[src/design/qrs_pkg.sv]
// ----------------------------------------------------------------------------
// qrs_pkg
// Shared constants, types and the root clamp for the quadratic root solver.
// ----------------------------------------------------------------------------
package qrs_pkg;

    localparam int FRAC_BITS = 16;
    localparam int COEF_W    = 32;

    // square root of the discriminant quarter: 64-bit radicand, 32-bit root
    localparam int RAD_W     = 2 * COEF_W;
    localparam int ROOT_W    = RAD_W / 2;
    localparam int SQ_STAGES = ROOT_W;
    localparam int SQ_REM_W  = ROOT_W + 2;

    // -B +/- S is below 2^34 in magnitude
    localparam int SUM_W     = COEF_W + 3;
    localparam int MAG_W     = SUM_W - 1;
    localparam int NUM_W     = MAG_W + FRAC_BITS + 1;
    localparam int DIV_W     = COEF_W + 1;
    localparam int QUO_W     = COEF_W + 1;

    localparam int FIFO_DEPTH = 2;
    localparam int PTR_W      = $clog2(FIFO_DEPTH);

    localparam logic [QUO_W-1:0]  MAX_POS_Q = QUO_W'((64'd1 << (COEF_W - 1)) - 64'd1);
    localparam logic [QUO_W-1:0]  MAX_NEG_Q = QUO_W'(64'd1 << (COEF_W - 1));
    localparam logic [COEF_W-1:0] ROOT_MAX  = COEF_W'(MAX_POS_Q);
    localparam logic [COEF_W-1:0] ROOT_MIN  = COEF_W'(MAX_NEG_Q);

    typedef enum logic [1:0] {
        ST_TWO    = 2'd0,
        ST_DOUBLE = 2'd1,
        ST_NONE   = 2'd2,
        ST_AZERO  = 2'd3
    } status_t;

    typedef struct packed {
        logic signed [COEF_W-1:0] a;
        logic signed [COEF_W-1:0] b;
        logic signed [COEF_W-1:0] c;
    } coef_t;

    typedef struct packed {
        coef_t coef;
        logic  a_zero;
    } fe_item_t;

    typedef struct packed {
        logic a_zero;
        logic no_real;
        logic dbl;
    } meta_t;

    typedef struct packed {
        meta_t                    meta;
        logic signed [COEF_W-1:0] a;
        logic signed [COEF_W-1:0] b;
        logic [1:0]               r;
    } sq_tag_t;

    typedef struct packed {
        meta_t meta;
        logic  neg;
    } dv_tag_t;

    typedef struct packed {
        logic [COEF_W-1:0] root;
        logic              sat;
    } root_res_t;

    // apply sign and clamp a rounded quotient magnitude to the Q format range
    function automatic root_res_t clamp_root(logic [QUO_W-1:0] q, logic over, logic neg);
        root_res_t res;
        res.sat = 1'b0;
        if (neg)
        begin
            if (over || q > MAX_NEG_Q)
            begin
                res.root = ROOT_MIN;
                res.sat  = 1'b1;
            end
            else
            begin
                res.root = COEF_W'(0) - q[COEF_W-1:0];
            end
        end
        else
        begin
            if (over || q > MAX_POS_Q)
            begin
                res.root = ROOT_MAX;
                res.sat  = 1'b1;
            end
            else
            begin
                res.root = q[COEF_W-1:0];
            end
        end
        return res;
    endfunction

endpackage

[src/design/qrs_sqrt.sv]
// ----------------------------------------------------------------------------
// qrs_sqrt
// Pipelined integer square root, one root bit per stage, with remainder.
// ----------------------------------------------------------------------------
module qrs_sqrt
    import qrs_pkg::*;
(
    input  logic                clk,
    input  logic                rst_n,
    input  logic                in_valid,
    input  logic [RAD_W-1:0]    radicand,
    input  sq_tag_t             in_tag,
    output logic                out_valid,
    output logic [ROOT_W-1:0]   root,
    output logic [SQ_REM_W-1:0] rem,
    output sq_tag_t             out_tag
);

    logic                valid_s [SQ_STAGES+1];
    logic [RAD_W-1:0]    rad_s   [SQ_STAGES+1];
    logic [SQ_REM_W-1:0] rem_s   [SQ_STAGES+1];
    logic [ROOT_W-1:0]   root_s  [SQ_STAGES+1];
    sq_tag_t             tag_s   [SQ_STAGES+1];

    assign valid_s[0] = in_valid;
    assign rad_s[0]   = radicand;
    assign rem_s[0]   = '0;
    assign root_s[0]  = '0;
    assign tag_s[0]   = in_tag;

    for (genvar k = 0; k < SQ_STAGES; k++)
    begin : g_stage
        logic [SQ_REM_W-1:0] rem_sh;
        logic [SQ_REM_W-1:0] trial;
        logic                fit;

        always_comb
        begin
            // bring down the next two radicand bits
            rem_sh = {rem_s[k][SQ_REM_W-3:0], rad_s[k][RAD_W-1 -: 2]};
            trial  = {root_s[k], 2'b01};
            fit    = (rem_sh >= trial);
        end

        always_ff @(posedge clk or negedge rst_n)
        begin
            if (!rst_n)
            begin
                valid_s[k+1] <= 1'b0;
            end
            else
            begin
                valid_s[k+1] <= valid_s[k];
            end
        end

        always_ff @(posedge clk)
        begin
            rad_s[k+1]  <= rad_s[k] << 2;
            rem_s[k+1]  <= fit ? (rem_sh - trial) : rem_sh;
            root_s[k+1] <= {root_s[k][ROOT_W-2:0], fit};
            tag_s[k+1]  <= tag_s[k];
        end
    end

    assign out_valid = valid_s[SQ_STAGES];
    assign root      = root_s[SQ_STAGES];
    assign rem       = rem_s[SQ_STAGES];
    assign out_tag   = tag_s[SQ_STAGES];

endmodule

[config.mk]
export PLATFORM = sky130hd
export DESIGN_NAME = qrs_sqrt
export DESIGN_NICKNAME = d
export VERILOG_FILES = /design/src/design/qrs_pkg.sv /design/src/design/qrs_sqrt.sv
export SDC_FILE = /design/constraint.sdc
export NUM_CORES = 2
export LEC_CHECK = 0
export ABC_CLOCK_PERIOD_IN_PS = 3200
export CORE_MARGIN = 2
export CORE_UTILIZATION = 35
export CTS_CLUSTER_DIAMETER = 50
export DETAILED_ROUTE_END_ITERATION = 12
export DONT_BUFFER_PORTS = 1
export PLACE_DENSITY = 0.59
export SETUP_SLACK_MARGIN = 0.15
export SYNTH_ARGS = -nofsm -noshare
export SYNTH_HDL_FRONTEND = slang
export SYNTH_SLANG_ARGS = --single-unit
[constraint.sdc]
create_clock -name clk -period 3.2 [get_ports clk]
set_input_delay 0.64 -clock clk [delete_from_list [all_inputs] [get_ports clk]]
set_output_delay 0.64 -clock clk [all_outputs]
set_load 0.005 [all_outputs]
==> metrics.md <==
| Metric | Value |
|---|---|
| Status | complete, but fails checks |
| Failing checks | negative setup slack |
| Vias/cell | 4.310 |
| Fmax | 302.2 MHz |
| Largest net degree at the start of global routing | 57 |
| Fill cells | 35.51k |
| Core Area | 389,400 sq um |
| Setup violations, final | 21 |
| PnR worst setup slack | -0.1090 ns |
| Worst VDD drop | 0.6034 mV |
| List of most frequent post-synthesis cells | dfxtp_1, inv_1, nand2_1 |
| Skew-Pair Late Insertion Delay | 1.00 ns |
| DRT antenna net count | 0 |
| P_leak | 76.43 nW |
| TNS Setup | -1.408 ns |
| DP HPWL | 167,600 um |
| Rows | 229 |
| Die area | 396,300 sq um |
| GPL Wtd Cong | 0.8640 |
| Max-slew headroom | 43.84% |
| Area contributors post-synth | dfxtp_1, ha_1, xnor2_1, xor2_1, a21oi_1 |
| Number of global-route vias before repair | 76.78k |
| GR Util All Layers | 11.81% |
| Grt ovf | 0 |
| CTS clk-pin slew, worst paths | 0.06 ns |
| Worst Path Required | 4.05 ns |
| Number of CTS-inserted buffers | 536 |
| DR WL/cell | 13.44 um |
| RSZ-0062 raised after global routing | true |
| DIE HEIGHT | 629.5 um |
| Fin nets | 13.10k |
| Post-synthesis cell area | 137,000 sq um |
| Power Dens Cells | 877.7 nW/um^2 |
| WP data arrival | 4.16 ns |
| Startpoint types | flip-flop |
| Post-DP Area | 146,400 sq um |
| Critical path class | reg2reg |
| Clock root buffer | clkbuf_16 |
| Dominant synthesized flop cell | dfxtp_1 |
| Drt total wl | 242,500 um |
| Mean Syn Cell Area | 12.06 sq um |
| CTS tree | yes |
| Critical Path Fanout Max | 7 |
| #FFs+latches synth | 4,740 |
| Initial antenna violation count | 13 |
| Share of the synthesized area in the top cell type | 68.82% |
| Final Hold Viols | 0 |
| Placed cells | 16.80k |
| Layout Cells excl Fill | 18.04k |
| Crit path capture type | flip-flop |
| Final Hold Slack | 0.1747 ns |
| Count leader, synth | dfxtp_1 |
| Worst min path class | in2async |
| Final instance area | 170,700 sq um |
| EDFF count, synth | 0 |
| Residual DRC | 0 |
| Period utilization | 103.4% |
| Worst Reg-to-Reg Cells | 10 |
| Post-layout util | 43.83% |
| Worst-margin pin slew | 0.8412 ns |
| Top Ports | 272 |
| Synth warn | 0 |
| Yosys cell types | 100 |
| Layout area overhead | 24.62% |
| Crit path time final | 3.309 ns |
| Via Count | 77.77k |
| Die W | 629.5 um |
| IO buf count | 0 |
| Drt initial violations | 3,313 |
| Share of layout cells above drive strength 1 | 16.99% |
| Router iterations before antenna repair | 5 |
| Initial core utilization | 35.17% |
| Ys async rst share | 0.6751% |
| Register area share after synthesis | 69.40% |
| Clk_skew | 0.04952 ns |
| Wire length of the first global-routing pass | 387,000 um |
| Fin. max-slew vios | 0 |
| Cells after Synth | 11.36k |
| Synth area leader | dfxtp_1 |
| Max Cap Viol | 0 |
| Worst-case clock buffer depth | 4 |
| Mapped Nets | 12.06k |
| H-tree depth | 6 |
| # clock sinks | 4,740 |
## cells by family after synthesis
logic type | count (synthesis) | synth area share, %
xor gates and xnor gates | 819 | 5.243
DFF | 4740 | 69.40
muxes | 80 | 0.6505
other | 1 | 0.002738
buffers and inverters | 980 | 2.902
adders and majority gates | 563 | 5.143
and+or+nand+nor | 2320 | 8.307
AOI/OAI and AO/OA | 1854 | 8.348
## repair_timing
item                                    in CTS  in global routing
gates resized for setup                    355                492
hold buffers                               137                  0
endpoints found under the hold margin      167                  0
gates cloned                                14                  8
pin swaps                                  124                184
setup buffers                               43                 51
endpoints found under the setup margin     503                680
## cell type report
| class | count | area (sq um) | area share [%] |
|---|---|---|---|
| diodes | 18 | 45.04 | 0.02639 |
| well taps | 5197 | 6502 | 3.810 |
| repair buffers | 751 | 6852 | 4.015 |
| flip-flops and latches | 4740 | 95110 | 55.73 |
| clock buffers | 718 | 15050 | 8.819 |
| clock inverters | 251 | 3326 | 1.949 |
| multi-input cells | 5637 | 41020 | 24.04 |
| inverters | 731 | 2758 | 1.616 |
## critical path: stages (launching register included)
cell	delay [ns]
dfxtp_2	0.32
or4_4	0.55
or3_4	0.35
or4_4	0.43
or4b_4	0.53
nor4_4	0.19
o2111a_2	0.29
nand3b_4	0.14
nand3_4	0.17
nor3_1	0.07
xor2_1	0.14
## final timing paths
kind / startpoint / slack, ns / end
worst min register to register: rad_s[1820]$_DFF_P_ / 0.29 / rad_s[1758]$_DFF_P_
worst min-delay path: rst_n / 0.17 / valid_s[29]$_DFF_PN0_
max in group asynchronous: rst_n / 2.83 / valid_s[5]$_DFF_PN0_
worst max register to register: g_stage[6].rem_sh[12]$_DFF_P_ / -0.11 / g_stage[7].rem_sh[17]$_DFF_P_
min in group clk: radicand[26] / 0.19 / rad_s[2012]$_DFF_P_
worst max-delay path: g_stage[6].rem_sh[12]$_DFF_P_ / -0.11 / g_stage[7].rem_sh[17]$_DFF_P_
## layer usage
metal  up-vias  part of all wire, %  GRT usage, %
met5         -                0.019             0
met4         8                  4.7         5.952
met3       629                  4.4         2.343
met2      1365                   48         20.36
met1     35570                   43         13.93
li1      40200                    -             -
## registers in the layout (all words and copies together), names as in the netlist
| name | cells |
|---|---|
| g_stage.rem_sh | 1008 |
| g_stage.trial | 496 |
| out_tag | 69 |
| out_valid | 1 |
| rad_s | 930 |
| rem | 34 |
| root | 32 |
| tag_s | 2139 |
| valid_s | 31 |
## where the power goes
group	internal [mW]	switching [mW]
logic	9.05	9.47
registers	65.9	4.50
clock network	36.4	24.5
## cells in the final DEF, fill, tap and decap left out, types with 34 or more instances in the layout
cell              n
clkbuf_1         90
clkbuf_8         89
o21ai_2          66
xnor2_1         415
a21oi_2          44
nand2_2          35
clkbuf_16       547
and3_1           53
nand4_1          96
o21a_1          115
or2_2            38
nand3_1         145
dlygate4sd3_1   136
clkinv_2         68
or3_1            88
nor2b_1          82
o31ai_1          42
nand2_1         561
a21o_1          220
dfxtp_2          48
mux2_2           63
nand2b_1         86
dfxtp_1        4660
nor2_1          558
inv_1           716
o21bai_1         46
xor2_1          396
or4_1            34
nor4_1           90
ha_1            518
nor3_1          154
a21oi_1         539
ha_4             36
buf_4           529
o21ai_0         355
inv_6            40
o21ai_1          67
nand2_4          42
a31oi_1          45
## metrics by stage
| stage | power, mW | setup WS, ns |
|---|---|---|
| after floorplan | 81.70 | -0.06448 |
| after global placement | 87.36 | -0.3320 |
| after detailed placement | 87.55 | -0.2432 |
| after CTS | 150.5 | -0.1743 |
| after global routing | 157.3 | -0.2092 |
| final | 149.8 | -0.1090 |
(Power assumes the default switching activity.)
