===== src/design/qrs_pkg.sv =====
// ----------------------------------------------------------------------------
// qrs_pkg
// Shared constants, types and the root clamp for the quadratic root solver.
// ----------------------------------------------------------------------------
package qrs_pkg;

    localparam int FRAC_BITS = 16;
    localparam int COEF_W    = 32;

    // square root of the discriminant quarter: 64-bit radicand, 32-bit root
    localparam int RAD_W     = 2 * COEF_W;
    localparam int ROOT_W    = RAD_W / 2;
    localparam int SQ_STAGES = ROOT_W;
    localparam int SQ_REM_W  = ROOT_W + 2;

    // -B +/- S is below 2^34 in magnitude
    localparam int SUM_W     = COEF_W + 3;
    localparam int MAG_W     = SUM_W - 1;
    localparam int NUM_W     = MAG_W + FRAC_BITS + 1;
    localparam int DIV_W     = COEF_W + 1;
    localparam int QUO_W     = COEF_W + 1;

    localparam int FIFO_DEPTH = 2;
    localparam int PTR_W      = $clog2(FIFO_DEPTH);

    localparam logic [QUO_W-1:0]  MAX_POS_Q = QUO_W'((64'd1 << (COEF_W - 1)) - 64'd1);
    localparam logic [QUO_W-1:0]  MAX_NEG_Q = QUO_W'(64'd1 << (COEF_W - 1));
    localparam logic [COEF_W-1:0] ROOT_MAX  = COEF_W'(MAX_POS_Q);
    localparam logic [COEF_W-1:0] ROOT_MIN  = COEF_W'(MAX_NEG_Q);

    typedef enum logic [1:0] {
        ST_TWO    = 2'd0,
        ST_DOUBLE = 2'd1,
        ST_NONE   = 2'd2,
        ST_AZERO  = 2'd3
    } status_t;

    typedef struct packed {
        logic signed [COEF_W-1:0] a;
        logic signed [COEF_W-1:0] b;
        logic signed [COEF_W-1:0] c;
    } coef_t;

    typedef struct packed {
        coef_t coef;
        logic  a_zero;
    } fe_item_t;

    typedef struct packed {
        logic a_zero;
        logic no_real;
        logic dbl;
    } meta_t;

    typedef struct packed {
        meta_t                    meta;
        logic signed [COEF_W-1:0] a;
        logic signed [COEF_W-1:0] b;
        logic [1:0]               r;
    } sq_tag_t;

    typedef struct packed {
        meta_t meta;
        logic  neg;
    } dv_tag_t;

    typedef struct packed {
        logic [COEF_W-1:0] root;
        logic              sat;
    } root_res_t;

    // apply sign and clamp a rounded quotient magnitude to the Q format range
    function automatic root_res_t clamp_root(logic [QUO_W-1:0] q, logic over, logic neg);
        root_res_t res;
        res.sat = 1'b0;
        if (neg)
        begin
            if (over || q > MAX_NEG_Q)
            begin
                res.root = ROOT_MIN;
                res.sat  = 1'b1;
            end
            else
            begin
                res.root = COEF_W'(0) - q[COEF_W-1:0];
            end
        end
        else
        begin
            if (over || q > MAX_POS_Q)
            begin
                res.root = ROOT_MAX;
                res.sat  = 1'b1;
            end
            else
            begin
                res.root = q[COEF_W-1:0];
            end
        end
        return res;
    endfunction

endpackage


===== src/design/qrs_fifo.sv =====
// ----------------------------------------------------------------------------
// qrs_fifo
// Short request queue between the front and the arithmetic pipeline.
// ----------------------------------------------------------------------------
module qrs_fifo
    import qrs_pkg::*;
(
    input  logic     clk,
    input  logic     rst_n,
    input  logic     push,
    input  fe_item_t wr_data,
    output logic     full,
    input  logic     pop,
    output logic     empty,
    output fe_item_t rd_data
);

    fe_item_t         mem_reg [FIFO_DEPTH];
    logic [PTR_W-1:0] wr_ptr_reg;
    logic [PTR_W-1:0] rd_ptr_reg;
    logic [PTR_W:0]   count_reg;
    logic [PTR_W:0]   count_next;
    logic             do_push;
    logic             do_pop;

    assign full    = (count_reg == (PTR_W+1)'(FIFO_DEPTH));
    assign empty   = (count_reg == '0);
    assign do_push = push && !full;
    assign do_pop  = pop && !empty;
    assign rd_data = mem_reg[rd_ptr_reg];

    always_comb
    begin
        count_next = count_reg;
        if (do_push && !do_pop)
        begin
            count_next = count_reg + (PTR_W+1)'(1);
        end
        else if (do_pop && !do_push)
        begin
            count_next = count_reg - (PTR_W+1)'(1);
        end
    end

    always_ff @(posedge clk or negedge rst_n)
    begin
        if (!rst_n)
        begin
            wr_ptr_reg <= '0;
            rd_ptr_reg <= '0;
            count_reg  <= '0;
        end
        else
        begin
            count_reg <= count_next;
            if (do_push)
            begin
                wr_ptr_reg <= wr_ptr_reg + PTR_W'(1);
            end
            if (do_pop)
            begin
                rd_ptr_reg <= rd_ptr_reg + PTR_W'(1);
            end
        end
    end

    always_ff @(posedge clk)
    begin
        if (do_push)
        begin
            mem_reg[wr_ptr_reg] <= wr_data;
        end
    end

endmodule


===== config.mk =====
export PLATFORM = sky130hd
export DESIGN_NAME = qrs_fifo
export DESIGN_NICKNAME = d
export VERILOG_FILES = /design/src/design/qrs_pkg.sv /design/src/design/qrs_fifo.sv
export SDC_FILE = /design/constraint.sdc
export NUM_CORES = 1
export LEC_CHECK = 0
export BUFFER_PORTS_ARGS = -buffer_cell sky130_fd_sc_hd__clkbuf_2
export CELL_PAD_IN_SITES_DETAIL_PLACEMENT = 1
export CELL_PAD_IN_SITES_GLOBAL_PLACEMENT = 1
export CORE_UTILIZATION = 40
export CTS_CLUSTER_SIZE = 14
export DETAILED_ROUTE_END_ITERATION = 10
export GPL_ROUTABILITY_DRIVEN = 0
export PLACE_DENSITY = 0.82
export SYNTH_ARGS = -nofsm -noshare
export SYNTH_HDL_FRONTEND = slang
export SYNTH_SLANG_ARGS = --single-unit

===== constraint.sdc =====
create_clock -name clk -period 5.1 [get_ports clk]
set_input_delay 0.765 -clock clk [delete_from_list [all_inputs] [get_ports clk]]
set_output_delay 0.765 -clock clk [all_outputs]
set_load 0.005 [all_outputs]

==> results of run 1 <==
## power breakdown
group	switching (µW)	internal [µW]
clock network	562	623
registers	188	2230
logic	631	713
## stage by stage
| stage | setup slack (ns) | std cells | area [µm²] | utilization (%) |
|---|---|---|---|---|
| after detailed placement | 2.37 | 739 | 8530 | 48.7 |
| after global routing | 1.83 | 771 | 9050 | 51.6 |
| final | 1.97 | 771 | 9050 | 51.6 |
| after global placement | 2.41 | 739 | 8530 | 48.7 |
| after floorplan | 1.29 | 321 | 7270 | - |
| after CTS | 1.90 | 771 | 9050 | 51.6 |
## Yosys cell counts, drive strengths merged
cell and number:
nand2 1, mux2 97, ha 1, and3 1, xnor2 3, edfxtp 194
o21ai 1, nor2 3, inv 2, nand2b 1, xor2 2, dfrtp 4
buf 11
## per-layer routing
| layer | GRT usage [%] | vias up |
|---|---|---|
| li1 | - | 1693 |
| met1 | 16.8 | 1841 |
| met2 | 28.5 | 129 |
| met3 | 5.70 | 16 |
| met4 | 5.19 | 0 |
| met5 | 0 | - |
## area by class of cell
type / instances / share of cell area [%]
Multi-Input combinational cell: 110 / 14.0
Clock buffer: 20 / 4.83
Clock inverter: 12 / 0.871
Tap cell: 225 / 3.11
Sequential cell: 198 / 65.5
Timing Repair Buffer: 204 / 11.6
Inverter: 2 / 0.0830
## cell families after synthesis
group | after synthesis | synth area share (%)
flops | 198 | 81.5
mux | 97 | 16.1
buf+inv | 13 | 1.20
fa+ha+maj | 1 | 0.172
compound gates | 1 | 0.0688
xor+xnor | 5 | 0.603
simple gates | 6 | 0.379
## worst paths after layout
kind / from / end / slack [ns]
max: rd_ptr_reg / rd_data[40] / 1.97
min in group clk: wr_data[19] / mem_reg[1][19] / 0.53
min reg2reg: count_reg[1] / count_reg[1] / 0.54
max reg2reg: count_reg[0] / mem_reg[1][89] / 2.71
max in group asynchronous: rst_n / rd_ptr_reg / 4.81
min: rst_n / count_reg[1] / 0.14
==> results.ini, run 1 <==
[run_status]
status=complete, no violations

[critical_path]
arrival_ns=2.36
critPathTopFamily=flip-flops
crit_required_ns=4.34
crit_slowest_cell=dfrtp_4
critical_path_peak_fanout=54
critPathBufInv=2
cp-start-kind=flop
slowest_delay_ns=0.96
path_depth=3
worstSetupPathType=flop to output port
cp-end-kind=output port
crit_chain=buf_4, mux2_2, clkbuf_2
rr_worst_depth=3

[synth]
postSynthAreaPerCell_um2=22.6
yosysSeqAreaShare_pct=81.5
postSynthCellCount=321
synthesis.area_um2=7270
ys_ff_latch=198
synth.top_cell.area_share_pct=80.1
yosys-top-cells-area=edfxtp_1, mux2_2, mux2_4, dfrtp_1, buf_6
yosysTopAreaCell=edfxtp_1
yosysWarningCount=0
syn_nets=423
synth_cell_types=15

[route]
drt-initial-drc-count=197
routedWlPerCell_um=18.3
drt_wl_total_mm=14.1
wl_met2_mm=7.73
drt_pass1_iterations=4
drcViolationCount=0
routed-wl-met3_um=984
highest_layer=met4
post_drt_via_cell_ratio=4.77
postRouteAntennaNets=0
wl_met1_mm=5.25
vias=3679

[placement]
hpwl_mm=9.73
port_buffers=199

[timing]
timing.hold.ws_ns=0.140
fmax_mhz=320
fin_skew_ns=0.00715
tns_ns=0
hold_viol=0
finalMaxSlewViolations=0
min_period_ns=3.13
rsz0062_at_grt=no
period_share_pct=61.3
maxSlewHeadroom_pct=36.2
worstMarginPinSlew_ns=0.957
setup_violations=0

[layout]
layout_common_cells=clkbuf_2, edfxtp_1, mux2_2, mux2_4, clkbuf_16
drive_gt1_share_pct=60.8
largest_reg_flops=194
nFillCells=1679
layout_commonest_cell=clkbuf_2
final_nets=635
syn2layout_area_growth_pct=24.5
num_antenna_cells=0
multi_input_area_um2=1270
seq_area_um2=5930

[power]
p_per_area_nw_per_um2=546
irDropWorstVdd_mv=0.336
power_uw=4940
p_leak_uw=0.00348

[grt]
grt_max_degree=67
grt_pass1_wl_mm=21.5
gr-total-overflow=0
antenna_found_initial=0
grt_usage_pct=15.7
grt_pass1_vias=4084

[clock_tree]
clk_path_buf_depth=2
htreeDepth=4
cts_buffers=17
root_buffer=clkbuf_16
cts_resized=0
cts_hold_repair.buffers=0
cts_tree=yes
clkLatencyLatePin_ns=0.42
cts_num_sinks=198
post_cts_buffers=0
clk_pin_slew_worst_paths_ns=0.06

[floorplanning]
die_y_um=137
initial_utilization_pct=41.5
die-area_um2=18700
die_w_um=137
row_count=48
boundaryPins=200
core-area_um2=17500

[flow_run]
maxCapViolations=0

[hold_path]
hold_class=input port to async pin

No activity file was read; power rests on OpenSTA's default activity.
==> run 2: changes to the inputs <==
--- a/config.mk
+++ b/config.mk
@@ -8,11 +8,11 @@
 export BUFFER_PORTS_ARGS = -buffer_cell sky130_fd_sc_hd__clkbuf_2
 export CELL_PAD_IN_SITES_DETAIL_PLACEMENT = 1
 export CELL_PAD_IN_SITES_GLOBAL_PLACEMENT = 1
-export CORE_UTILIZATION = 40
+export CORE_UTILIZATION = 44
 export CTS_CLUSTER_SIZE = 14
 export DETAILED_ROUTE_END_ITERATION = 10
 export GPL_ROUTABILITY_DRIVEN = 0
-export PLACE_DENSITY = 0.82
+export PLACE_DENSITY = 0.85
 export SYNTH_ARGS = -nofsm -noshare
 export SYNTH_HDL_FRONTEND = slang
 export SYNTH_SLANG_ARGS = --single-unit
==> constraint.sdc (replaced) <==
create_clock -name clk -period 3 [get_ports clk]
set_input_delay 0.45 -clock clk [delete_from_list [all_inputs] [get_ports clk]]
set_output_delay 0.45 -clock clk [all_outputs]
set_load 0.005 [all_outputs]
==> run 2 against run 1 <==
Against the previous run: clock skew grew 0.0039 ns; worst setup slack lost 1.5 ns; hold slack improved by 0.071 ns; routed wire length shrank 1.0%; critical endpoint is now rd_data[96]; largest cell class unchanged.
==> results.ini, run 2 (synthesis gave the netlist of run 1 again) <==
[layout]
layout_commonest_cell=clkbuf_2
final_nets=637  ; +0.31%
syn2layout_area_growth_pct=25.9
drive_gt1_share_pct=61.3  ; +0.51 points
seq_area_um2=5930  ; unchanged
final_area_um2=9150  ; +1.2%
nFillCells=1508  ; -10%
multi_input_area_um2=1270  ; unchanged
num_antenna_cells=0  ; unchanged
layout_common_cells=clkbuf_2, edfxtp_1, mux2_2, mux2_4, clkbuf_16
largest_reg_flops=194  ; unchanged

[floorplanning]
initial_utilization_pct=45.4  ; +4.0 points
die_y_um=131  ; -4.6%
core-area_um2=16000  ; -8.8%
boundaryPins=200  ; unchanged
die-area_um2=17000  ; -9.0%
die_w_um=131  ; -4.6%
row_count=46  ; -4.2%

[route]
vias=3682  ; +0.082%
drt-initial-drc-count=161  ; -18%
post_drt_via_cell_ratio=4.82  ; +1.0%
drt_wl_total_mm=14.0  ; -1.0%
routedWlPerCell_um=18.3  ; -0.11%
drt_pass1_iterations=5  ; +1
postRouteAntennaNets=0  ; unchanged
drcViolationCount=0  ; unchanged

[critical_path]
cp-end-kind=output port
crit_start=rd_ptr_reg
slowest_delay_ns=0.70  ; -0.26 ns
worstReg2RegStart=count_reg[0]
crit_required_ns=2.55  ; -1.79 ns
crit_chain=buf_4, mux2_2, clkbuf_2
crit_slowest_cell=dfrtp_4
reg2reg_slack_ns=1.06  ; -1.65 ns
r2r_end=mem_reg[1][57]
worstSetupPathType=flop to output port
critPathBufInv=2  ; unchanged
cp-start-kind=flop
rr_worst_depth=3  ; unchanged
arrival_ns=2.06  ; -0.30 ns
critPathTopFamily=flip-flops
critical_path_peak_fanout=31  ; -43%

[hold_path]
min_to=mem_reg[0][67]
hold_class=input port to flop
hold_depth=1
hp-start=wr_data[67]

[clock_tree]
clkLatencyLatePin_ns=0.43  ; about the same
cts_num_sinks=198  ; unchanged
clk_path_buf_depth=2  ; unchanged
cts_resized=0  ; unchanged
post_cts_buffers=0  ; unchanged
root_buffer=clkbuf_16
cts_tree=yes
cts_buffers=17  ; unchanged
clk_pin_slew_worst_paths_ns=0.07  ; about the same
htreeDepth=4  ; unchanged

[timing]
finalMaxSlewViolations=0  ; unchanged
fmax_mhz=398
rsz0062_at_grt=no
hold_viol=0  ; unchanged
period_share_pct=83.7
timing.hold.ws_ns=0.211  ; +0.0708 ns
setup_violations=0  ; unchanged
worstMarginPinSlew_ns=0.668  ; -0.289 ns
fin_skew_ns=0.0110  ; +0.00387 ns
tns_ns=0  ; unchanged
maxSlewHeadroom_pct=55.5  ; +19 points
min_period_ns=2.51

[placement]
postPlaceCellArea_um2=8540  ; +0.10%
port_buffers=199  ; unchanged
hpwl_mm=9.47  ; -2.7%

[grt]
grt_pass1_wl_mm=20.5  ; -4.9%
grt_pass1_vias=3917  ; -4.1%
grt_max_degree=51  ; -24%
gr-total-overflow=0  ; unchanged
antenna_found_initial=0  ; unchanged
grt_usage_pct=16.7  ; +0.94 points

[power]
p_per_area_nw_per_um2=950  ; +74%
p_leak_uw=0.00353  ; +1.5%
irDropWorstVdd_mv=0.539  ; +60%

[run_status]
status=complete, no violations

[flow_run]
maxCapViolations=0  ; unchanged

-- run 2: per-layer routing --
layer / part of all wire (%) / wire (µm) / vias to the layer above / global-route usage [%]
met5: 0 / 0 / - / 0
met4: 2.0 / 284 / 0 / 7.44
met3: 6.6 / 923 / 21 / 5.42
met2: 53 / 7410 / 133 / 29.4
met1: 38 / 5360 / 1818 / 18.2
li1: - / - / 1710 / -
-- run 2: what timing repair did --
item | CTS | global route
hold endpoints to repair | 4 | 0
setup endpoints to repair | 0 | 0
hold buffers | 1 | 0
-- run 2: cell type report --
cell class | instances | share of cell area, %
flip-flops and latches | 198 | 64.8
multi-input cells | 110 | 13.9
repair buffers | 206 | 11.8
clock buffers | 17 | 4.65
well taps | 216 | 2.95
clock inverters | 15 | 1.93
inverters | 2 | 0.0820
-- run 2: power by group --
part	total [µW]	switching, µW	internal [µW]
logic	2370	1140	1230
clock network	2300	987	1320
registers	4020	240	3790
-- run 2: how the worst max path moves through the flow --
stage                    end  slack [ns]  cells past startpoint
2_1_floorplan  mem_reg[0][0]        0.47                      3
3_3_place_gp     rd_data[12]        0.97                      3
3_5_place_dp     rd_data[96]        0.93                      3
4_1_cts          rd_data[96]        0.45                      3
5_1_grt          rd_data[96]        0.37                      3
6_report         rd_data[96]        0.49                      3
-- run 2: through the flow --
step                cells  utilization [%]  worst slack [ns]  total power [µW]
floorplan             321                -             0.470              5490
global placement      731             53.4             0.971              6390
detailed placement    731             53.4             0.933              6510
CTS                   764             57.2             0.450              8840
global route          764             57.2             0.375              9140
finish                764             57.2             0.490              8700
