$ cat config.mk
export PLATFORM = sky130hd
export DESIGN_NAME = qrs_front
export DESIGN_NICKNAME = d
export VERILOG_FILES = /design/src/design/qrs_pkg.sv /design/src/design/qrs_front.sv
export SDC_FILE = /design/constraint.sdc
export NUM_CORES = 1
export LEC_CHECK = 0
export BUFFER_PORTS_ARGS = -buffer_cell sky130_fd_sc_hd__buf_4
export CAP_MARGIN = 20
export CELL_PAD_IN_SITES_DETAIL_PLACEMENT = 1
export CELL_PAD_IN_SITES_GLOBAL_PLACEMENT = 1
export CORE_ASPECT_RATIO = 1.2
export CORE_UTILIZATION = 35
export CTS_CLUSTER_DIAMETER = 60
export CTS_CLUSTER_SIZE = 12
export DETAILED_ROUTE_END_ITERATION = 10
export PLACE_DENSITY = 0.95
export SYNTH_ARGS = -nofsm -noshare
export SYNTH_HDL_FRONTEND = slang
export SYNTH_SLANG_ARGS = --single-unit
$ cat constraint.sdc
create_clock -name clk -period 9.7 [get_ports clk]
set_input_delay 1.94 -clock clk [delete_from_list [all_inputs] [get_ports clk]]
set_output_delay 1.94 -clock clk [all_outputs]
set_load 0.01 [all_outputs]
$ cat src/design/qrs_pkg.sv
// ----------------------------------------------------------------------------
// qrs_pkg
// Shared constants, types and the root clamp for the quadratic root solver.
// ----------------------------------------------------------------------------
package qrs_pkg;

    localparam int FRAC_BITS = 16;
    localparam int COEF_W    = 32;

    // square root of the discriminant quarter: 64-bit radicand, 32-bit root
    localparam int RAD_W     = 2 * COEF_W;
    localparam int ROOT_W    = RAD_W / 2;
    localparam int SQ_STAGES = ROOT_W;
    localparam int SQ_REM_W  = ROOT_W + 2;

    // -B +/- S is below 2^34 in magnitude
    localparam int SUM_W     = COEF_W + 3;
    localparam int MAG_W     = SUM_W - 1;
    localparam int NUM_W     = MAG_W + FRAC_BITS + 1;
    localparam int DIV_W     = COEF_W + 1;
    localparam int QUO_W     = COEF_W + 1;

    localparam int FIFO_DEPTH = 2;
    localparam int PTR_W      = $clog2(FIFO_DEPTH);

    localparam logic [QUO_W-1:0]  MAX_POS_Q = QUO_W'((64'd1 << (COEF_W - 1)) - 64'd1);
    localparam logic [QUO_W-1:0]  MAX_NEG_Q = QUO_W'(64'd1 << (COEF_W - 1));
    localparam logic [COEF_W-1:0] ROOT_MAX  = COEF_W'(MAX_POS_Q);
    localparam logic [COEF_W-1:0] ROOT_MIN  = COEF_W'(MAX_NEG_Q);

    typedef enum logic [1:0] {
        ST_TWO    = 2'd0,
        ST_DOUBLE = 2'd1,
        ST_NONE   = 2'd2,
        ST_AZERO  = 2'd3
    } status_t;

    typedef struct packed {
        logic signed [COEF_W-1:0] a;
        logic signed [COEF_W-1:0] b;
        logic signed [COEF_W-1:0] c;
    } coef_t;

    typedef struct packed {
        coef_t coef;
        logic  a_zero;
    } fe_item_t;

    typedef struct packed {
        logic a_zero;
        logic no_real;
        logic dbl;
    } meta_t;

    typedef struct packed {
        meta_t                    meta;
        logic signed [COEF_W-1:0] a;
        logic signed [COEF_W-1:0] b;
        logic [1:0]               r;
    } sq_tag_t;

    typedef struct packed {
        meta_t meta;
        logic  neg;
    } dv_tag_t;

    typedef struct packed {
        logic [COEF_W-1:0] root;
        logic              sat;
    } root_res_t;

    // apply sign and clamp a rounded quotient magnitude to the Q format range
    function automatic root_res_t clamp_root(logic [QUO_W-1:0] q, logic over, logic neg);
        root_res_t res;
        res.sat = 1'b0;
        if (neg)
        begin
            if (over || q > MAX_NEG_Q)
            begin
                res.root = ROOT_MIN;
                res.sat  = 1'b1;
            end
            else
            begin
                res.root = COEF_W'(0) - q[COEF_W-1:0];
            end
        end
        else
        begin
            if (over || q > MAX_POS_Q)
            begin
                res.root = ROOT_MAX;
                res.sat  = 1'b1;
            end
            else
            begin
                res.root = q[COEF_W-1:0];
            end
        end
        return res;
    endfunction

endpackage

$ cat src/design/qrs_front.sv
// ----------------------------------------------------------------------------
// qrs_front
// Request capture: latches coefficients, flags a zero leading term.
// ----------------------------------------------------------------------------
module qrs_front
    import qrs_pkg::*;
(
    input  logic                     clk,
    input  logic                     rst_n,
    input  logic                     start,
    output logic                     busy,
    input  logic signed [COEF_W-1:0] coef_a,
    input  logic signed [COEF_W-1:0] coef_b,
    input  logic signed [COEF_W-1:0] coef_c,
    output logic                     out_valid,
    output fe_item_t                 out_item,
    input  logic                     out_ready
);

    fe_item_t item_reg;
    logic     valid_reg;
    logic     take;

    assign busy      = valid_reg && !out_ready;
    assign take      = start && !busy;
    assign out_valid = valid_reg;
    assign out_item  = item_reg;

    always_ff @(posedge clk or negedge rst_n)
    begin
        if (!rst_n)
        begin
            valid_reg <= 1'b0;
        end
        else if (take)
        begin
            valid_reg <= 1'b1;
        end
        else if (out_ready)
        begin
            valid_reg <= 1'b0;
        end
    end

    always_ff @(posedge clk)
    begin
        if (take)
        begin
            item_reg.coef.a <= coef_a;
            item_reg.coef.b <= coef_b;
            item_reg.coef.c <= coef_c;
            item_reg.a_zero <= (coef_a == '0);
        end
    end

endmodule

==> results.toml, run 1 <==
[worst_setup_path]
path_buf_inv = 3
rr_endpoint = "out_item[39]"
slowest_stage = "nand2b_1"
reg2reg_depth = 3
endpoint = "busy"
required_ns = 7.76
cp-startpoint = "out_ready"
crit_family = "buffers and inverters"
critPathMaxStageDelay_ns = 0.17
crit_path_end_kind = "primary output"
critPathArrivalTime_ns = 2.40
rrSetupSlack_ns = 7.96
path_class = "in -> out"
path_max_fanout = 3
cp.depth = 4
cp_cell_sequence = "buf_4 -> nand2b_1 -> inv_1 -> buf_4"
startpoint_type = "primary input"
r2r-start = "out_valid"
crit_top_cell = "buf_4"

[run_status]
outcome = "finished clean"

[die]
start_util_pct = 36.8
core_area_mm2 = 0.00824
dieArea_mm2 = 0.00904
die_y_um = 104
num_rows = 36
die_w_um = 87.0
ios = 199

[synthesis]
syn_inst = 113
synth.area.top_cells = "edfxtp_1 96%, nor4_1 1.4%, dfrtp_1 0.83%"
synth_top_cell_area_share_pct = 96.0
synth_area_leader_cell = "edfxtp_1"
yosysSeqAreaShare_pct = 96.9
synth-seq-cells = 98
synth_cell_type_count = 9
ys_warn_count = 0
synth_area_per_cell_um2 = 26.8
synthesis.nets = 213
syn_area_mm2 = 0.00303

[power]
powerDensity_mw_per_mm2 = 178
power_leakage_nw = 2.02
peakVddDrop_mv = 0.0966

[global_routing]
grt.total_usage_pct = 19.3
grt_max_degree = 98
grt_pass1_wl_um = 12400
grt_pass1_vias = 2211
grt-ovfl-total = 0
antenna_found_initial = 0

[clock_network]
cts.reportedPaths.clkPinSlew_ns = 0.09
cts_setup_buffers = 0
cts.sinks = 98
clk_path_buf_depth = 2
numCtsBuffers = 9
post_cts_resized = 0
root_buffer = "clkbuf_8"
clkLatencyLatePin_ns = 0.35
htree_levels = 3
cts_tree = "done"
holdBufCountCts = 0

[timing]
rsz0062_at_grt = "false"
finalMaxSlewViolations = 0
hold_violations = 0
worst_pin_slew_ns = 0.609
max_slew_margin_pct = 59.4
setup_viol_count_final = 0
tns_ns = 0
fmax_mhz = 230
finClkSkew_ns = 0.00765
final.period_utilization_pct = 44.8
period_minus_slack_ns = 4.34

[routing]
drc = 0
wirelength_um = 8720
ant_nets = 0
drt_first_pass_iters = 4
drt_iter0_drc = 119
vias_per_cell = 4.52
wl_per_cell_um = 19.7
vias = 1997

[place]
place_area_mm2 = 0.00466
place_congestion = 0.726
port_buffers = 198

[final_layout]
design_area_mm2 = 0.00491
nFillCells = 797
num-nets-final = 423
diodes = 0
layout_commonest_cell = "buf_4"
syn_to_final_growth_pct = 61.8
drive_above_1_share_pct = 65.9
final_cell_mix = "198 x buf_4, 97 x edfxtp_1, 9 x clkbuf_8"

[run]
maxCapViolCount = 0

[hold_path]
hold_class = "reg -> reg"
[power by group]
part / switching (mW) / internal (mW) / leakage (nW) / total (mW)
Combinational: 0.0412 / 0.0529 / 0.986 / 0.0940
Clock: 0.137 / 0.145 / 0.103 / 0.282
Sequential: 0.00699 / 0.493 / 0.935 / 0.500
[flip-flops by register name (all words and copies together) (netlist names)]
signal / flops
out_item: 97
out_valid: 1
[routing by layer]
layer | GRT usage (%) | share of wire [%]
met2 | 36.7 | 58
met5 | 0 | 0
met1 | 17.1 | 29
met3 | 7.94 | 12
met4 | 8.33 | 1.7
[synthesized netlist by cell type]
library cell / count
edfxtp_1: 97
dfrtp_1: 1
nand4_1: 2
nand2b_1: 2
nor4_1: 7
and2_1: 1
nor4_2: 1
nor2_1: 1
inv_1: 1
[stage by stage]
| step | util (%) | power, mW | setup WS, ns | hold slack (ns) | cells |
|---|---|---|---|---|---|
| after floorplan | - | 0.532 | 4.91 | 0.557 | 113 |
| after global placement | 56.6 | 0.597 | 5.39 | 0.515 | 425 |
| after detailed placement | 56.6 | 0.604 | 5.36 | 0.582 | 425 |
| after CTS | 59.2 | 0.884 | 5.35 | 0.605 | 441 |
| after global routing | 59.5 | 0.904 | 5.33 | 0.632 | 442 |
| final | 59.5 | 0.876 | 5.36 | 0.598 | 442 |
[cell families after synthesis]
| group | Yosys count | synth area share [%] |
|---|---|---|
| buffers and inverters | 1 | 0.124 |
| DFF | 98 | 96.9 |
| and+or+nand+nor | 14 | 3.01 |
[how the worst min path moves through the flow]
| stage | start | end | slack [ns] | depth (start not counted) |
|---|---|---|---|---|
| 6_report | out_valid | out_valid | 0.60 | 2 |
| 5_1_grt | out_valid | out_valid | 0.63 | 2 |
| 4_1_cts | out_valid | out_valid | 0.60 | 2 |
| 3_5_place_dp | out_valid | out_valid | 0.58 | 2 |
| 3_3_place_gp | out_valid | out_valid | 0.52 | 2 |
| 2_1_floorplan | out_valid | out_valid | 0.56 | 2 |
[tightest hold or removal path, stage by stage (launching register included)]
cell and delay, ns:
dfrtp_1 0.36, nand2b_1 0.10, nand2b_1 0.10
[area by class of cell]
class / instances / area [um^2] / area share, %
clock buffers: 9 / 124 / 2.52
clock inverters: 7 / 92.6 / 1.89
inverters: 1 / 3.75 / 0.0765
multi-input cells: 14 / 93.8 / 1.91
flip-flops and latches: 98 / 2940 / 59.9
well taps: 114 / 143 / 2.91
repair buffers: 199 / 1510 / 30.8
(Power assumes the default switching activity.)
==> run 2, diff against run 1 <==
CORE_UTILIZATION = 33   (was 35)
PLACE_DENSITY = 0.91   (was 0.95)
clock period = 4.05 ns   (was 9.7 ns; I/O delays follow)
==> results.toml, run 2 (synthesis gave the netlist of run 1 again) <==
[timing]
finClkSkew_ns = 0.00398
fmax_mhz = 483
setup_viol_count_final = 0
max_slew_margin_pct = 59.3
rsz0062_at_grt = "false"
finalMaxSlewViolations = 0
tns_ns = 0
hold_violations = 0
worst_pin_slew_ns = 0.611
final.period_utilization_pct = 51.1
timing.final.ws_setup_ns = 1.98
period_minus_slack_ns = 2.07

[die]
ios = 199
dieArea_mm2 = 0.00958
die_y_um = 107
core_area_mm2 = 0.00875
num_rows = 37
start_util_pct = 34.7
die_w_um = 89.5

[place]
place_area_mm2 = 0.00469
port_buffers = 198
place.detailed.hpwl_um = 6050
place_congestion = 0.689
place_inst = 429
post-place-ws_ns = 1.75

[final_layout]
design_area_mm2 = 0.00490
syn_to_final_growth_pct = 61.5
stdcell_count = 445
largest_reg_flops = 97
final_cell_mix = "198 x buf_4, 97 x edfxtp_1, 9 x clkbuf_8"
drive_above_1_share_pct = 65.5
num-nets-final = 423
final_util_pct = 56.0
diodes = 0
nFillCells = 848
layout_commonest_cell = "buf_4"

[routing]
vias_per_cell = 4.35
ant_nets = 0
drc = 0
drt_iter0_drc = 55
wirelength_um = 7650
drt_first_pass_iters = 3
wl_per_cell_um = 17.2
vias = 1935

[run]
maxCapViolCount = 0

[worst_setup_path]
path_max_fanout = 3
slowest_stage = "nand2b_1"
crit_top_cell = "buf_4"
cp_cell_sequence = "buf_4 -> nand2b_1 -> inv_1 -> buf_4"
path_buf_inv = 3
crit_family = "buffers and inverters"
critPathMaxStageDelay_ns = 0.16
required_ns = 3.24
crit_path_end_kind = "primary output"
path_class = "in -> out"
critPathArrivalTime_ns = 1.26
startpoint_type = "primary input"

[global_routing]
antenna_found_initial = 0
grt.met3_usage_pct = 5.85
grt-ovfl-total = 0
gr-max-usage-layer = "met2"
grt_max_degree = 55
gr-usage-met1_pct = 16.0
grt_pass1_wl_um = 10800
grt_pass1_vias = 2096
use_met2_pct = 28.4
grt.total_usage_pct = 16.1

[power]
power_leakage_nw = 2.02
powerDensity_mw_per_mm2 = 423
peakVddDrop_mv = 0.269

[clock_network]
clkLatencyLatePin_ns = 0.35
clk_path_buf_depth = 2
cts.sinks = 98
numCtsBuffers = 9
htree_levels = 3
post_cts_resized = 0
cts_setup_buffers = 0
root_buffer = "clkbuf_8"
cts.reportedPaths.clkPinSlew_ns = 0.08
cts_tree = "done"
holdBufCountCts = 0

[hold_path]
hold_class = "in -> async"

[run_status]
outcome = "finished clean"
-- run 2: cell type report --
type,instances,area (um^2),share of cell area (%)
Sequential cell,98,2940,60.0
Timing Repair Buffer,199,1510,30.8
Tap cell,117,146,2.99
Clock buffer,10,128,2.61
Multi-Input combinational cell,14,93.8,1.92
Clock inverter,6,81.3,1.66
Inverter,1,3.75,0.0766
-- run 2: through the flow --
step,hold WS (ns),power [mW]
after detailed placement,0.540,1.44
after CTS,0.192,2.10
after floorplan,0.514,1.27
final,0.218,2.07
after global routing,0.193,2.15
after global placement,0.554,1.43
-- run 2: power by group --
| group | switching [mW] | internal [mW] | total (mW) | leakage (nW) |
|---|---|---|---|---|
| sequential | 0.0158 | 1.18 | 1.20 | 0.935 |
| combinational | 0.0953 | 0.125 | 0.221 | 0.982 |
| clock | 0.310 | 0.344 | 0.654 | 0.104 |
-- run 2: worst paths after layout --
path,startpoint,end,slack (ns),cells past startpoint
setup / recovery,out_ready,busy,1.98,4
hold / removal,rst_n,out_valid,0.22,1
setup reg to reg,out_valid,out_item[14],2.28,3
hold reg to reg,out_valid,out_valid,0.55,2
max in group asynchronous,rst_n,out_valid,3.75,1
min in group clk,out_valid,out_valid,0.55,2
-- run 2: routing by layer --
layer | share of wire (%) | wire length, um | vias to the layer above
li1 | - | - | 879
met1 | 32 | 2460 | 911
met2 | 54 | 4150 | 128
met3 | 11 | 821 | 17
met4 | 2.9 | 221 | 0
met5 | 0 | 0 | -
-- run 2: worst reg2reg max path, stage by stage, from the launching register on --
cell and delay, ns:
dfrtp_1 0.38, nand2b_1 0.11, and2_4 0.55, buf_12 0.38
==> run 3, diff against run 2 <==
ABC_AREA = 1   (was default)
CORE_UTILIZATION = 32   (was 33)
PLACE_DENSITY = 0.9   (was 0.91)
clock period = 2 ns   (was 4.05 ns; I/O delays follow)
==> results.toml, run 3 <==
[final_layout]
num-nets-final = 446
nFillCells = 890
design_area_mm2 = 0.00494
diodes = 0
drive_above_1_share_pct = 62.0
final_cell_mix = "198 x buf_4, 97 x edfxtp_1, 21 x nor2_1"
syn_to_final_growth_pct = 60.4
layout_commonest_cell = "buf_4"
largest_reg_flops = 97

[synthesis]
synth_top_cell_area_share_pct = 94.7
postSynth.asyncResetShare_pct = 1.02
synth_area_per_cell_um2 = 22.8
synth_ff_type = "edfxtp_1"
synth_common_cells = "97 x edfxtp_1, 22 x nor2_1, 12 x nand2_1, 3 x inv_1, 1 x dfrtp_1"
synth_cell_type_count = 5
synth.area.top_cells = "edfxtp_1 95%, nor2_1 2.7%, nand2_1 1.5%"
synth-seq-cells = 98
ys_warn_count = 0
synth_area_leader_cell = "edfxtp_1"
synthesis.nets = 235
synth-edff-count = 97
syn_inst = 135
yosysMostFrequentCell = "edfxtp_1"
yosysSeqAreaShare_pct = 95.5
syn_area_mm2 = 0.00308

[worst_setup_path]
path_class = "reg -> reg"
required_ns = 2.00
slowest_stage = "buf_12"
critPathArrivalTime_ns = 1.50
startpoint_type = "flop"
cp_cell_sequence = "nand2_2 -> inv_2 -> nor2_4 -> buf_12"
crit_path_end_kind = "flop"
reg2reg_depth = 4
path_max_fanout = 97
critPathMaxStageDelay_ns = 0.41

[routing]
drt_iter0_drc = 57
ant_nets = 0
route.layer.met1.wl_um = 2890
wl_met2_um = 4590
wirelength_um = 8280
drc = 0
vias = 2032
drt_first_pass_iters = 4
dr.max_layer_used = "met4"
wl_met3_um = 644
vias_per_cell = 4.32
wl_per_cell_um = 17.6

[power]
peakVddDrop_mv = 0.439
power_leakage_nw = 2.05
powerDensity_mw_per_mm2 = 830

[clock_network]
cts_setup_buffers = 0
clkLatencyLatePin_ns = 0.36
numCtsBuffers = 9
cts.sinks = 98
root_buffer = "clkbuf_8"
cts.reportedPaths.clkPinSlew_ns = 0.09
htree_levels = 3
holdBufCountCts = 1
post_cts_resized = 0
cts_tree = "done"
clk_path_buf_depth = 2

[place]
place_congestion = 0.680
port_buffers = 198
place_area_mm2 = 0.00474
place.detailed.hpwl_um = 6480

[die]
num_rows = 38
die_w_um = 91.5
ios = 199
core_area_mm2 = 0.00918
dieArea_mm2 = 0.0100
start_util_pct = 33.5
die_y_um = 109

[timing]
finalMaxSlewViolations = 0
finClkSkew_ns = 0.00819
hold_violations = 0
max_slew_margin_pct = 65.4
rsz0062_at_grt = "false"
period_minus_slack_ns = 1.49
final.period_utilization_pct = 74.6
tns_ns = 0
setup_viol_count_final = 0
fmax_mhz = 671
worst_pin_slew_ns = 0.519

[global_routing]
grt-ovfl-total = 0
antenna_found_initial = 0
grt.total_usage_pct = 16.5
grt_max_degree = 98
grt_pass1_wl_um = 11700
grt_pass1_vias = 2114

[hold_path]
hold_class = "in -> reg"
holdPathStages = 1

[run]
maxCapViolCount = 0

[run_status]
outcome = "finished clean"
## run 3: worst paths after layout
path,end,slack (ns),from
max in group asynchronous,out_valid,1.57,rst_n
worst min-delay path,out_item[50],0.21,coef_b[17]
worst max-delay path,out_item[87],0.51,out_valid
min in group asynchronous,out_valid,0.35,rst_n
worst min register to register,out_valid,0.52,out_valid
worst max register to register,out_item[87],0.51,out_valid
## run 3: cell families after synthesis
family / after synthesis / synth area share (%)
AND/OR/NAND/NOR: 34 / 4.15
buffers and inverters: 3 / 0.366
flip-flops: 98 / 95.5
## run 3: area by class of cell
| class | instances | area (um^2) | area share, % |
|---|---|---|---|
| inverters | 3 | 11.3 | 0.228 |
| multi-input cells | 34 | 138 | 2.79 |
| clock buffers | 9 | 124 | 2.51 |
| repair buffers | 200 | 1520 | 30.7 |
| clock inverters | 6 | 58.8 | 1.19 |
| well taps | 120 | 150 | 3.04 |
| flip-flops and latches | 98 | 2940 | 59.5 |
## run 3: stage by stage
stage	setup WS, ns	std cells	power (mW)	utilization (%)	hold WS [ns]
floorplan	-0.402	135	2.58	-	0.104
global placement	0.471	454	2.91	51.7	0.176
detailed placement	0.410	454	2.94	51.7	0.181
CTS	0.515	470	4.15	53.8	0.182
global route	0.443	470	4.25	53.8	0.180
finish	0.509	470	4.10	53.8	0.206
## run 3: where the power goes
part / switching [mW] / leakage (nW) / internal (mW)
sequential: 0.0330 / 0.935 / 2.39
combinational: 0.204 / 1.03 / 0.257
clock: 0.649 / 0.0885 / 0.562
total: 0.886 / 2.05 / 3.21
## run 3: metal layers
| metal | vias to the layer above | track usage (%) |
|---|---|---|
| met3 | 13 | 5.53 |
| met2 | 119 | 30.3 |
| met5 | - | 0 |
| met1 | 974 | 16.9 |
| li1 | 926 | - |
| met4 | 0 | 8.05 |
## run 3: critical path: cells and delay by family, from the launching register on
kind,cells,cell delay [ns]
DFF,1,0.40
and+or+nand+nor,2,0.20
buffers and inverters,2,0.46
